--- config.mk ---
export PLATFORM = sky130hd
export DESIGN_NAME = sprite_particle_table_update_top_flat
export DESIGN_NICKNAME = d
export VERILOG_FILES = /design/src/spt_pkg.sv /design/src/spt_if.sv /design/src/sprite_particle_table_update_top.sv /design/src/flat_wrapper.sv
export VERILOG_INCLUDE_DIRS = /design/src /design/src/src
export SDC_FILE = /design/constraint.sdc
export NUM_CORES = 2
export LEC_CHECK = 0
export ABC_AREA = 0
export BUFFER_PORTS_ARGS = -buffer_cell sky130_fd_sc_hd__buf_4
export CAP_MARGIN = 20
export CELL_PAD_IN_SITES_DETAIL_PLACEMENT = 1
export CELL_PAD_IN_SITES_GLOBAL_PLACEMENT = 1
export CORE_AREA = 4 4 365 367
export CTS_CLUSTER_SIZE = 40
export DETAILED_ROUTE_END_ITERATION = 8
export DIE_AREA = 0 0 369 371
export PLACE_DENSITY = 0.82
export SLEW_MARGIN = 20
export SYNTH_ARGS = -nofsm -noshare
export SYNTH_HDL_FRONTEND = slang
export SYNTH_SLANG_ARGS = --single-unit
--- constraint.sdc ---
create_clock -name clock -period 8.3 [get_ports clock]
set_clock_uncertainty 0.2 [all_clocks]
set_input_delay 1.245 -clock clock [delete_from_list [all_inputs] [get_ports clock]]
set_output_delay 1.245 -clock clock [all_outputs]
set_load 0.01 [all_outputs]
--- src/sprite_particle_table_update_top_macros.svh ---
// assertion macros for the particle table block
// used by sprite_particle_table_update_top
`ifndef SPRITE_PARTICLE_TABLE_UPDATE_TOP_MACROS_SVH
`define SPRITE_PARTICLE_TABLE_UPDATE_TOP_MACROS_SVH
`ifndef ASSERT_OFF
`define SPT_ASSERT(label, clk, rst, prop, msg) \
   label: assert property (@(posedge clk) disable iff (rst) prop) else $error(msg);
`define SPT_ASSERT_RST(label, clk, prop, msg) \
   label: assert property (@(posedge clk) prop) else $error(msg);
`else
`define SPT_ASSERT(label, clk, rst, prop, msg)
`define SPT_ASSERT_RST(label, clk, prop, msg)
`endif
`endif

--- src/spt_pkg.sv ---
`timescale 1ns / 1ps
// types and constants of the particle table block
// no dependencies
package spt_pkg;
   typedef enum logic [1:0] {
      KIND_SPRITE = 2'd0,
      KIND_TILE   = 2'd1,
      KIND_END    = 2'd2,
      KIND_FULL   = 2'd3
   } kind_type;

   localparam logic CMD_ADD  = 1'b0;
   localparam logic CMD_TICK = 1'b1;

   typedef enum logic [2:0] {
      ST_IDLE,
      ST_ADD_RD,
      ST_ADD_CHK,
      ST_TICK_RD,
      ST_TICK_CHK,
      ST_TICK_OUT,
      ST_EMIT
   } state_type;

   typedef struct packed {
      logic                  command;
      logic [31:0]           motion_x_word;
      logic [31:0]           motion_y_word;
      logic [11:0]           style_word;
      logic signed [15:0]    camera_x;
      logic signed [15:0]    camera_y;
      logic [6:0]            start_count;
   } req_type;

   typedef struct packed {
      kind_type      kind;
      logic [4:0]    slot;
      logic [11:0]   frame_index;
      logic [15:0]   attr_zero;
      logic [15:0]   attr_one;
      logic [15:0]   attr_two;
      logic [7:0]    sprite_number;
      logic          last;
   } rsp_type;

   localparam int signed ScreenLo = -8;
   localparam int signed ScreenXHi = 240;
   localparam int signed ScreenYHi = 160;
endpackage

--- src/spt_if.sv ---
`timescale 1ns / 1ps
// valid/ready channel interfaces for the particle table block
// depends on spt_pkg
interface spt_req_if;
   import spt_pkg::*;
   logic    valid;
   logic    ready;
   req_type data;
   modport source (output valid, output data, input ready);
   modport sink (input valid, input data, output ready);
endinterface

interface spt_rsp_if;
   import spt_pkg::*;
   logic    valid;
   logic    ready;
   rsp_type data;
   modport source (output valid, output data, input ready);
   modport sink (input valid, input data, output ready);
endinterface

interface spt_csr_if;
   logic       valid;
   logic       ready;
   logic [9:0] data;
   modport source (output valid, output data, input ready);
   modport sink (input valid, input data, output ready);
endinterface

--- src/sprite_particle_table_update_top.sv ---
`timescale 1ns / 1ps
// particle table: an add reads and checks the slots in turn (ST_ADD_RD, ST_ADD_CHK) for a free one
// a tick reads and checks each slot (ST_TICK_RD, ST_TICK_CHK), then emits none, one or two results
// via ST_TICK_OUT and ST_EMIT; one word at a time, and a stalled output holds the block
// reset is synchronous: a clearing pass writes zero to every slot, during which
// no word is accepted. tile_base resets to zero.
// depends on spt_pkg, spt_if and the macros header
`include "sprite_particle_table_update_top_macros.svh"
module sprite_particle_table_update_top #(
   parameter int unsigned SLOTS = 16
) (
   input logic      clock,
   input logic      reset,
   spt_req_if.sink  req,
   spt_rsp_if.source rsp,
   spt_csr_if.sink  csr
);
   import spt_pkg::*;

   localparam int unsigned IdxW = (SLOTS > 1) ? $clog2(SLOTS) : 1;

   // slot memory: x word, y word, style
   logic [75:0] mem [SLOTS];
   logic [75:0] rd_ff;
   logic        we;
   logic [IdxW-1:0] waddr, raddr;
   logic [75:0] wdata;

   state_type state_ff, state_in;
   logic [IdxW-1:0] idx_ff, idx_in;
   logic        clr_ff, clr_in;
   req_type     cmd_ff;
   logic [9:0]  tile_base_ff;
   logic [7:0]  count_ff, count_in;
   // pending results: up to two per slot
   rsp_type     p0_ff, p1_ff, p0_in, p1_in;
   logic        p0v_ff, p1v_ff, p0v_in, p1v_in;
   state_type   ret_ff, ret_in;
   rsp_type     out_ff;
   logic        outv_ff;

   // memory
   always_ff @(posedge clock) begin
      if (we) mem[waddr] <= wdata;
      rd_ff <= mem[raddr];
   end

   // configuration
   assign csr.ready = 1'b1;
   always_ff @(posedge clock) begin
      if (reset) tile_base_ff <= '0;
      else if (csr.valid) tile_base_ff <= csr.data;
   end

   wire last_idx = (idx_ff == IdxW'(SLOTS - 1));
   assign req.ready = !clr_ff && state_ff == ST_IDLE;

   // slot fields from the read word
   logic [31:0] wx, wy, nwx, nwy;
   logic [11:0] st;
   logic        free_s, reload;
   logic [15:0] xp, yp;
   logic signed [8:0] vy;
   logic signed [17:0] sx, sy;
   logic        offx, offy;
   logic [9:0]  tile;
   logic [11:0] frm;
   logic [IdxW:0] tri_off;

   always_comb begin
      wx = rd_ff[75:44];
      wy = rd_ff[43:12];
      st = rd_ff[11:0];
      free_s = (wx[31:28] == 4'd0) && (wy[31:30] == 2'd0);
      reload = (wx[31:28] == 4'd0) && !free_s;
      nwx = wx;
      nwy = wy;
      if (reload) begin
         nwy[31:30] = wy[31:30] - 2'd1;
         nwx[31:28] = wx[27:24];
      end
      frm = 12'(({10'd0, nwy[31:30]} + {4'd0, st[7:0]}) << 3);
      nwx[31:28] = nwx[31:28] - 4'd1;
      xp = nwx[15:0] + {{8{nwx[23]}}, nwx[23:16]};
      nwx[15:0] = xp;
      sx = 18'($signed({6'd0, xp[15:4]})) - 18'(cmd_ff.camera_x);
      offx = (sx < 18'(ScreenLo)) || (sx > 18'(ScreenXHi));
      vy = 9'($signed(nwy[23:16])) + (st[8] ? 9'sd1 : 9'sd0)
         - (st[9] ? 9'sd2 : 9'sd0);
      yp = nwy[15:0] + {{7{vy[8]}}, vy};
      nwy[23:16] = vy[7:0];
      nwy[15:0] = yp;
      sy = 18'($signed({6'd0, yp[15:4]})) - 18'(cmd_ff.camera_y);
      offy = (sy < 18'(ScreenLo)) || (sy > 18'(ScreenYHi));
      if (offx) nwy = wy;
      if (reload) begin
         if (offx) begin
            nwy[31:30] = wy[31:30] - 2'd1;
         end
      end
      if (offx || offy) nwx[31:28] = 4'd0;
      tri_off = (IdxW + 1)'(({1'b0, idx_ff} * 3) >> 1);
      tile = 10'(tile_base_ff + 10'(tri_off));
   end

   // next state and memory control
   always_comb begin
      state_in = state_ff;
      idx_in = idx_ff;
      clr_in = clr_ff;
      count_in = count_ff;
      p0_in = p0_ff; p1_in = p1_ff; p0v_in = p0v_ff; p1v_in = p1v_ff;
      ret_in = ret_ff;
      we = 1'b0; waddr = idx_ff; wdata = '0; raddr = idx_ff;
      if (clr_ff) begin
         we = 1'b1;
         if (last_idx) begin clr_in = 1'b0; idx_in = '0; end
         else idx_in = idx_ff + 1'b1;
      end else begin
         unique case (state_ff)
            ST_IDLE: begin
               idx_in = '0;
               raddr = '0;
               if (req.valid) begin
                  count_in = {1'b0, req.data.start_count};
                  state_in = (req.data.command == CMD_ADD) ? ST_ADD_RD : ST_TICK_RD;
               end
            end
            ST_ADD_RD, ST_TICK_RD: begin
               state_in = (state_ff == ST_ADD_RD) ? ST_ADD_CHK : ST_TICK_CHK;
            end
            ST_ADD_CHK: begin
               p0_in = '0;
               p0_in.last = 1'b1;
               p0v_in = 1'b1;
               p1v_in = 1'b0;
               ret_in = ST_IDLE;
               if (free_s) begin
                  we = 1'b1;
                  wdata = {cmd_ff.motion_x_word, cmd_ff.motion_y_word, cmd_ff.style_word};
                  p0_in.kind = KIND_TILE;
                  p0_in.slot = 5'(idx_ff);
                  p0_in.frame_index = 12'(({10'd0, cmd_ff.motion_y_word[31:30]}
                                           + {4'd0, cmd_ff.style_word[7:0]}) << 3);
                  state_in = ST_EMIT;
               end else if (last_idx) begin
                  p0_in.kind = KIND_FULL;
                  state_in = ST_EMIT;
               end else begin
                  idx_in = idx_ff + 1'b1;
                  raddr = idx_in;
                  state_in = ST_ADD_RD;
               end
            end
            ST_TICK_CHK: begin
               p0v_in = 1'b0; p1v_in = 1'b0;
               p0_in = '0; p1_in = '0;
               if (!free_s) begin
                  we = 1'b1;
                  wdata = {nwx, nwy, st};
                  if (reload) begin
                     p0v_in = 1'b1;
                     p0_in.kind = KIND_TILE;
                     p0_in.slot = 5'(idx_ff);
                     p0_in.frame_index = frm;
                  end
                  if (!offx && !offy) begin
                     p1v_in = 1'b1;
                     p1_in.kind = KIND_SPRITE;
                     p1_in.slot = 5'(idx_ff);
                     p1_in.attr_zero = {8'd0, sy[7:0]};
                     p1_in.attr_one = {2'b0, st[11:10], 3'b0, sx[8:0]};
                     p1_in.attr_two = {nwy[27:24], nwy[29:28], tile};
                     p1_in.sprite_number = count_ff;
                     count_in = count_ff + 8'd1;
                  end
               end
               state_in = ST_TICK_OUT;
            end
            ST_TICK_OUT: begin
               // queue holds this slot's results; then next slot or end marker
               if (!p0v_ff && !p1v_ff) begin
                  if (last_idx) begin
                     p0v_in = 1'b1;
                     p0_in = '0;
                     p0_in.kind = KIND_END;
                     p0_in.last = 1'b1;
                     ret_in = ST_IDLE;
                     state_in = ST_EMIT;
                  end else begin
                     idx_in = idx_ff + 1'b1;
                     raddr = idx_in;
                     state_in = ST_TICK_RD;
                  end
               end else begin
                  ret_in = ST_TICK_OUT;
                  state_in = ST_EMIT;
               end
            end
            ST_EMIT: begin
               if (!outv_ff || rsp.ready) begin
                  if (p0v_ff) p0v_in = 1'b0;
                  else p1v_in = 1'b0;
                  if ((p0v_ff && !p1v_ff) || !p0v_ff) state_in = ret_ff;
               end
               raddr = idx_ff;
            end
            default: state_in = ST_IDLE;
         endcase
      end
   end

   // registers
   always_ff @(posedge clock) begin
      if (reset) begin
         state_ff <= ST_IDLE;
         idx_ff <= '0;
         clr_ff <= 1'b1;
         p0v_ff <= 1'b0;
         p1v_ff <= 1'b0;
         outv_ff <= 1'b0;
         ret_ff <= ST_IDLE;
      end else begin
         state_ff <= state_in;
         idx_ff <= idx_in;
         clr_ff <= clr_in;
         p0v_ff <= p0v_in;
         p1v_ff <= p1v_in;
         ret_ff <= ret_in;
         if (state_ff == ST_EMIT && !clr_ff && (!outv_ff || rsp.ready)) outv_ff <= 1'b1;
         else if (rsp.ready) outv_ff <= 1'b0;
      end
   end

   always_ff @(posedge clock) begin
      count_ff <= count_in;
      p0_ff <= p0_in;
      p1_ff <= p1_in;
      if (req.valid && req.ready) cmd_ff <= req.data;
      if (state_ff == ST_EMIT && (!outv_ff || rsp.ready))
         out_ff <= p0v_ff ? p0_ff : p1_ff;
   end

   assign rsp.valid = outv_ff;
   assign rsp.data = out_ff;

   `SPT_ASSERT(a_no_accept_busy, clock, reset, (req.valid && req.ready) |-> state_ff == ST_IDLE, "accept while busy")
   `SPT_ASSERT(a_emit_has_item, clock, reset, (state_ff == ST_EMIT) |-> (p0v_ff || p1v_ff), "emit with empty queue")
   `SPT_ASSERT(a_no_write_idle, clock, reset, (!clr_ff && state_ff == ST_IDLE) |-> !we, "memory write while idle")
   `SPT_ASSERT_RST(a_reset_clears, clock, $past(reset) |-> (clr_ff && !outv_ff), "reset did not start clear")
endmodule

--- src/flat_wrapper.sv ---
// flat-port wrapper written by rule: the top's interface ports become plain ports
module sprite_particle_table_update_top_flat import spt_pkg::*;
#(
   parameter int unsigned SLOTS = 16
)
  (clock, reset, req_valid, req_data, req_ready, rsp_valid, rsp_data, rsp_ready, csr_valid, csr_data, csr_ready);
  spt_req_if req_i ();
  spt_rsp_if rsp_i ();
  spt_csr_if csr_i ();
  input logic clock;
  input logic reset;
  input wire logic [$bits(req_i.valid)-1:0] req_valid;
  input wire logic [$bits(req_i.data)-1:0] req_data;
  output wire logic [$bits(req_i.ready)-1:0] req_ready;
  output wire logic [$bits(rsp_i.valid)-1:0] rsp_valid;
  output wire logic [$bits(rsp_i.data)-1:0] rsp_data;
  input wire logic [$bits(rsp_i.ready)-1:0] rsp_ready;
  input wire logic [$bits(csr_i.valid)-1:0] csr_valid;
  input wire logic [$bits(csr_i.data)-1:0] csr_data;
  output wire logic [$bits(csr_i.ready)-1:0] csr_ready;
  assign req_i.valid = req_valid;
  assign req_i.data = req_data;
  assign req_ready = req_i.ready;
  assign rsp_valid = rsp_i.valid;
  assign rsp_data = rsp_i.data;
  assign rsp_i.ready = rsp_ready;
  assign csr_i.valid = csr_valid;
  assign csr_i.data = csr_data;
  assign csr_ready = csr_i.ready;
  sprite_particle_table_update_top #(.SLOTS(SLOTS)) u_core (.clock(clock), .reset(reset), .req(req_i), .rsp(rsp_i), .csr(csr_i));
endmodule
==> flow_metrics.py <==
metrics = {
    "run_status": {
        "status": "finished, final reports clean",
    },
    "synth": {
        "yosysMostFrequentCell": "edfxtp_1",
        "syn_inst": 4848,
        "ys_warn_count": 0,
        "synth_top_cell_by_area": "edfxtp_1",
        "yosysSeqAreaShare": 0.7066,
        "synthTopCellsByArea": "edfxtp_1 (68%), nand2_1 (6.6%), mux2i_1 (4.2%)",
        "synth_cell_types": 85,
        "ys.flop_type": "edfxtp_1",
        "synth_area_mm2": 0.06457,
        "async_flop_share": 0,
        "synth_edf_count": 1454,
        "synth_top_area_share": 0.6762,
        "synth.avg_cell_area_um2": 13.32,
        "synth_common_cells": "edfxtp_1 (1454), nand2_1 (1131), nand3_1 (476), mux2i_1 (274), clkbuf_1 (161)",
        "synth_seq_cells": 1552,
    },
    "sta": {
        "timing.final.crit_share": 0.9421,
        "setup_viol": 0,
        "rsz0062_at_grt": "no",
        "worst_pin_slew_ns": 1.185,
        "relSlewSlack": 0.2103,
        "finalSetupTns_ns": 0,
        "fin_crit_ns": 7.820,
        "fmax_mhz": 127.9,
        "finalMaxSlewViolations": 0,
        "timing_hold_violations_final": 0,
    },
    "global_routing": {
        "grt_remaining_overflow": 0,
        "track_usage": 0.2903,
        "grt_pass1_vias": 45180,
        "grt_max_degree": 176,
        "antenna_found_initial": 8,
        "grt_pass1_wl_mm": 294.8,
    },
    "placement": {
        "hpwl_mm": 109.0,
        "dp.cells": 6572,
        "port_buffers": 191,
        "place_congestion": 0.8609,
    },
    "routing": {
        "dr_wl_met2_mm": 97.84,
        "vias": 43080,
        "routedWlPerCell_um": 29.29,
        "ant_nets": 0,
        "drt_iter0_markers": 5123,
        "met3_length_mm": 17.39,
        "dr.max_layer_used": "met5",
        "drt_wl_total_mm": 201.2,
        "drcViolationCount": 0,
        "vias_per_cell": 6.271,
        "first_pass_iters": 5,
        "m1WireLength_mm": 76.82,
    },
    "die": {
        "ioPinCount": 210,
        "rows": 132,
        "start_util": 0.4987,
        "core-area_mm2": 0.1295,
        "die_h_um": 371,
        "dieArea_mm2": 0.1369,
        "die_w_um": 369,
    },
    "clock_network": {
        "clkTransAtPathRegs_ns": 0.06,
        "clock_sinks": 1552,
        "cts-resized-gates": 0,
        "htree_levels": 4,
        "clkLatencyLatePin_ns": 0.80,
        "cts_hold_buf": 0,
        "post-cts-setup-buffers": 0,
        "cts_tree": "done",
        "cts_buffers": 158,
        "cts_max_path_buffers": 3,
        "ctsRootBufferMaster": "clkbuf_16",
    },
    "critical_path": {
        "r2r_start": "u_core.rd_ff[9]$_DFF_P_",
        "cp.required_ns": 8.53,
        "endpoint_kind": "flop",
        "cp-start-kind": "flop",
        "crit_type": "reg2reg",
        "worst-endpoint-arrival_ns": 8.05,
        "cp-startpoint": "u_core.rd_ff[9]$_DFF_P_",
        "path_max_fanout": 16,
    },
    "finish": {
        "nFillCells": 12560,
        "drive_above_1_share": 0.1153,
        "fin_nets": 5219,
        "synthToLayoutAreaGrowth_pct": 12.99,
        "stdcell_count": 6869,
    },
    "worst_hold_path": {
        "hold_path_startpoint": "u_core.p0_ff[65]$_DFFE_PP_",
        "hold_class": "reg2reg",
    },
    "run": {
        "maxCapViolCount": 0,
    },
    "power_and_ir_drop": {
        "pwr_density_cell_mw_per_mm2": 275.9,
        "p_leak_nw": 26.47,
        "vdd_ir_drop_max_v": 0.0002468,
    },
}
==> cells in the final DEF, fill, tap and decap left out, types with 30 or more instances in the layout <==
master,Yosys,routed
a21oi_1,61,61
a22oi_1,43,43
a32oi_1,78,77
buf_4,21,252
clkbuf_1,161,48
clkbuf_16,0,163
clkinv_2,0,30
dfxtp_1,98,97
edfxtp_1,1454,1454
ha_1,87,87
inv_1,64,64
mux2i_1,274,274
nand2_1,1131,1129
nand3_1,476,476
nor2_1,132,126
nor2b_1,67,67
nor3_1,51,49
o21ai_0,53,51
o221ai_1,77,77
xnor2_1,49,49
==> worst max-delay path: stages (launching register included) <==
cell	delay [ns]
dfxtp_1	0.35
inv_1	0.06
ha_1	0.21
ha_1	0.32
nor2b_1	0.14
o21ai_0	0.20
nand2b_1	0.14
a31oi_1	0.27
a211o_1	0.43
ha_1	0.37
a21o_1	0.22
a31o_2	0.27
a22o_1	0.22
a211oi_1	0.36
xnor2_1	0.22
ha_1	0.38
a21o_1	0.23
a311o_1	0.33
a31oi_1	0.50
o21ai_0	0.21
nand3b_1	0.12
nor4bb_1	0.49
a21oi_4	0.23
o31ai_2	0.98
==> report_power, final <==
| part | internal, mW | total (mW) | switching [mW] |
|---|---|---|---|
| Sequential | 8.68 | 8.84 | 0.160 |
| Combinational | 1.48 | 4.17 | 2.68 |
| Clock | 4.12 | 7.12 | 3.00 |
==> registers in the layout, indices dropped and copies added, names as in the netlist <==
name and count:
u_core.clr_ff 1, u_core.rsp.valid 1, u_core.state_ff 3, u_core.rsp.data 59, u_core.p1_ff 47, u_core.ret_ff 1
u_core.p0v_ff 1, u_core.p1v_ff 1, u_core.cmd_ff 108, u_core.mem 1216, u_core.p0_ff 16, u_core.tile_base_ff 10
u_core.idx_ff 4, u_core.count_ff 8, u_core.rd_ff 76
==> through the flow <==
stage / utilization / power, mW / area (um^2) / worst slack [ns] / hold slack, ns
after floorplan: - / 11.76 / 64630 / 1.728 / 0.2675
after global placement: 0.5233 / 12.76 / 67760 / 1.077 / 0.3034
after detailed placement: 0.5234 / 12.97 / 67770 / 0.5088 / 0.3145
after CTS: 0.5630 / 20.09 / 72900 / 0.4021 / 0.3331
after global routing: 0.5634 / 20.87 / 72960 / 0.09002 / 0.3533
final: 0.5634 / 20.13 / 72960 / 0.4802 / 0.3297
==> area by class of cell <==
| type | instances | area [um^2] | area share |
|---|---|---|---|
| clock buffers | 230 | 4521 | 0.06196 |
| repair buffers | 263 | 2120 | 0.02905 |
| diodes | 2 | 5.005 | 0.00006860 |
| well taps | 1742 | 2180 | 0.02987 |
| multi-input cells | 2953 | 17650 | 0.2420 |
| inverters | 65 | 244.0 | 0.003344 |
| clock inverters | 62 | 609.3 | 0.008352 |
| flip-flops and latches | 1552 | 45630 | 0.6254 |
==> logic make-up (layout without fill, tap and decap cells) <==
| family | count (synthesis) | in the layout | synth area share |
|---|---|---|---|
| and+or+nand+nor | 1992 | 1992 | 0.1372 |
| DFF | 1552 | 1552 | 0.7066 |
| AOI/OAI and AO/OA | 480 | 480 | 0.05664 |
| buffers and inverters | 359 | 620 | 0.02424 |
| muxes | 291 | 291 | 0.04544 |
| adders and majority gates | 95 | 95 | 0.01934 |
| xor gates and xnor gates | 77 | 77 | 0.01044 |
| other | 2 | 20 | 0.0001163 |
==> final timing paths <==
path / slack [ns] / to / depth (start not counted)
worst min-delay path: 0.33 / u_core.rsp.data[65]$_SDFFCE_PN0P_ / 1
worst max-delay path: 0.48 / u_core.mem[11][75]$_DFFE_PP_ / 23
worst min register to register: 0.33 / u_core.rsp.data[65]$_SDFFCE_PN0P_ / 1
worst max register to register: 0.48 / u_core.mem[11][75]$_DFFE_PP_ / 23
==> per-layer routing <==
| layer | global-route usage | vias to the layer above |
|---|---|---|
| met5 | 0 | - |
| met4 | 0.1350 | 6 |
| met3 | 0.05149 | 547 |
| met2 | 0.4802 | 2435 |
| met1 | 0.3753 | 21900 |
| li1 | - | 18190 |
No activity file was read; power rests on OpenSTA's default activity.
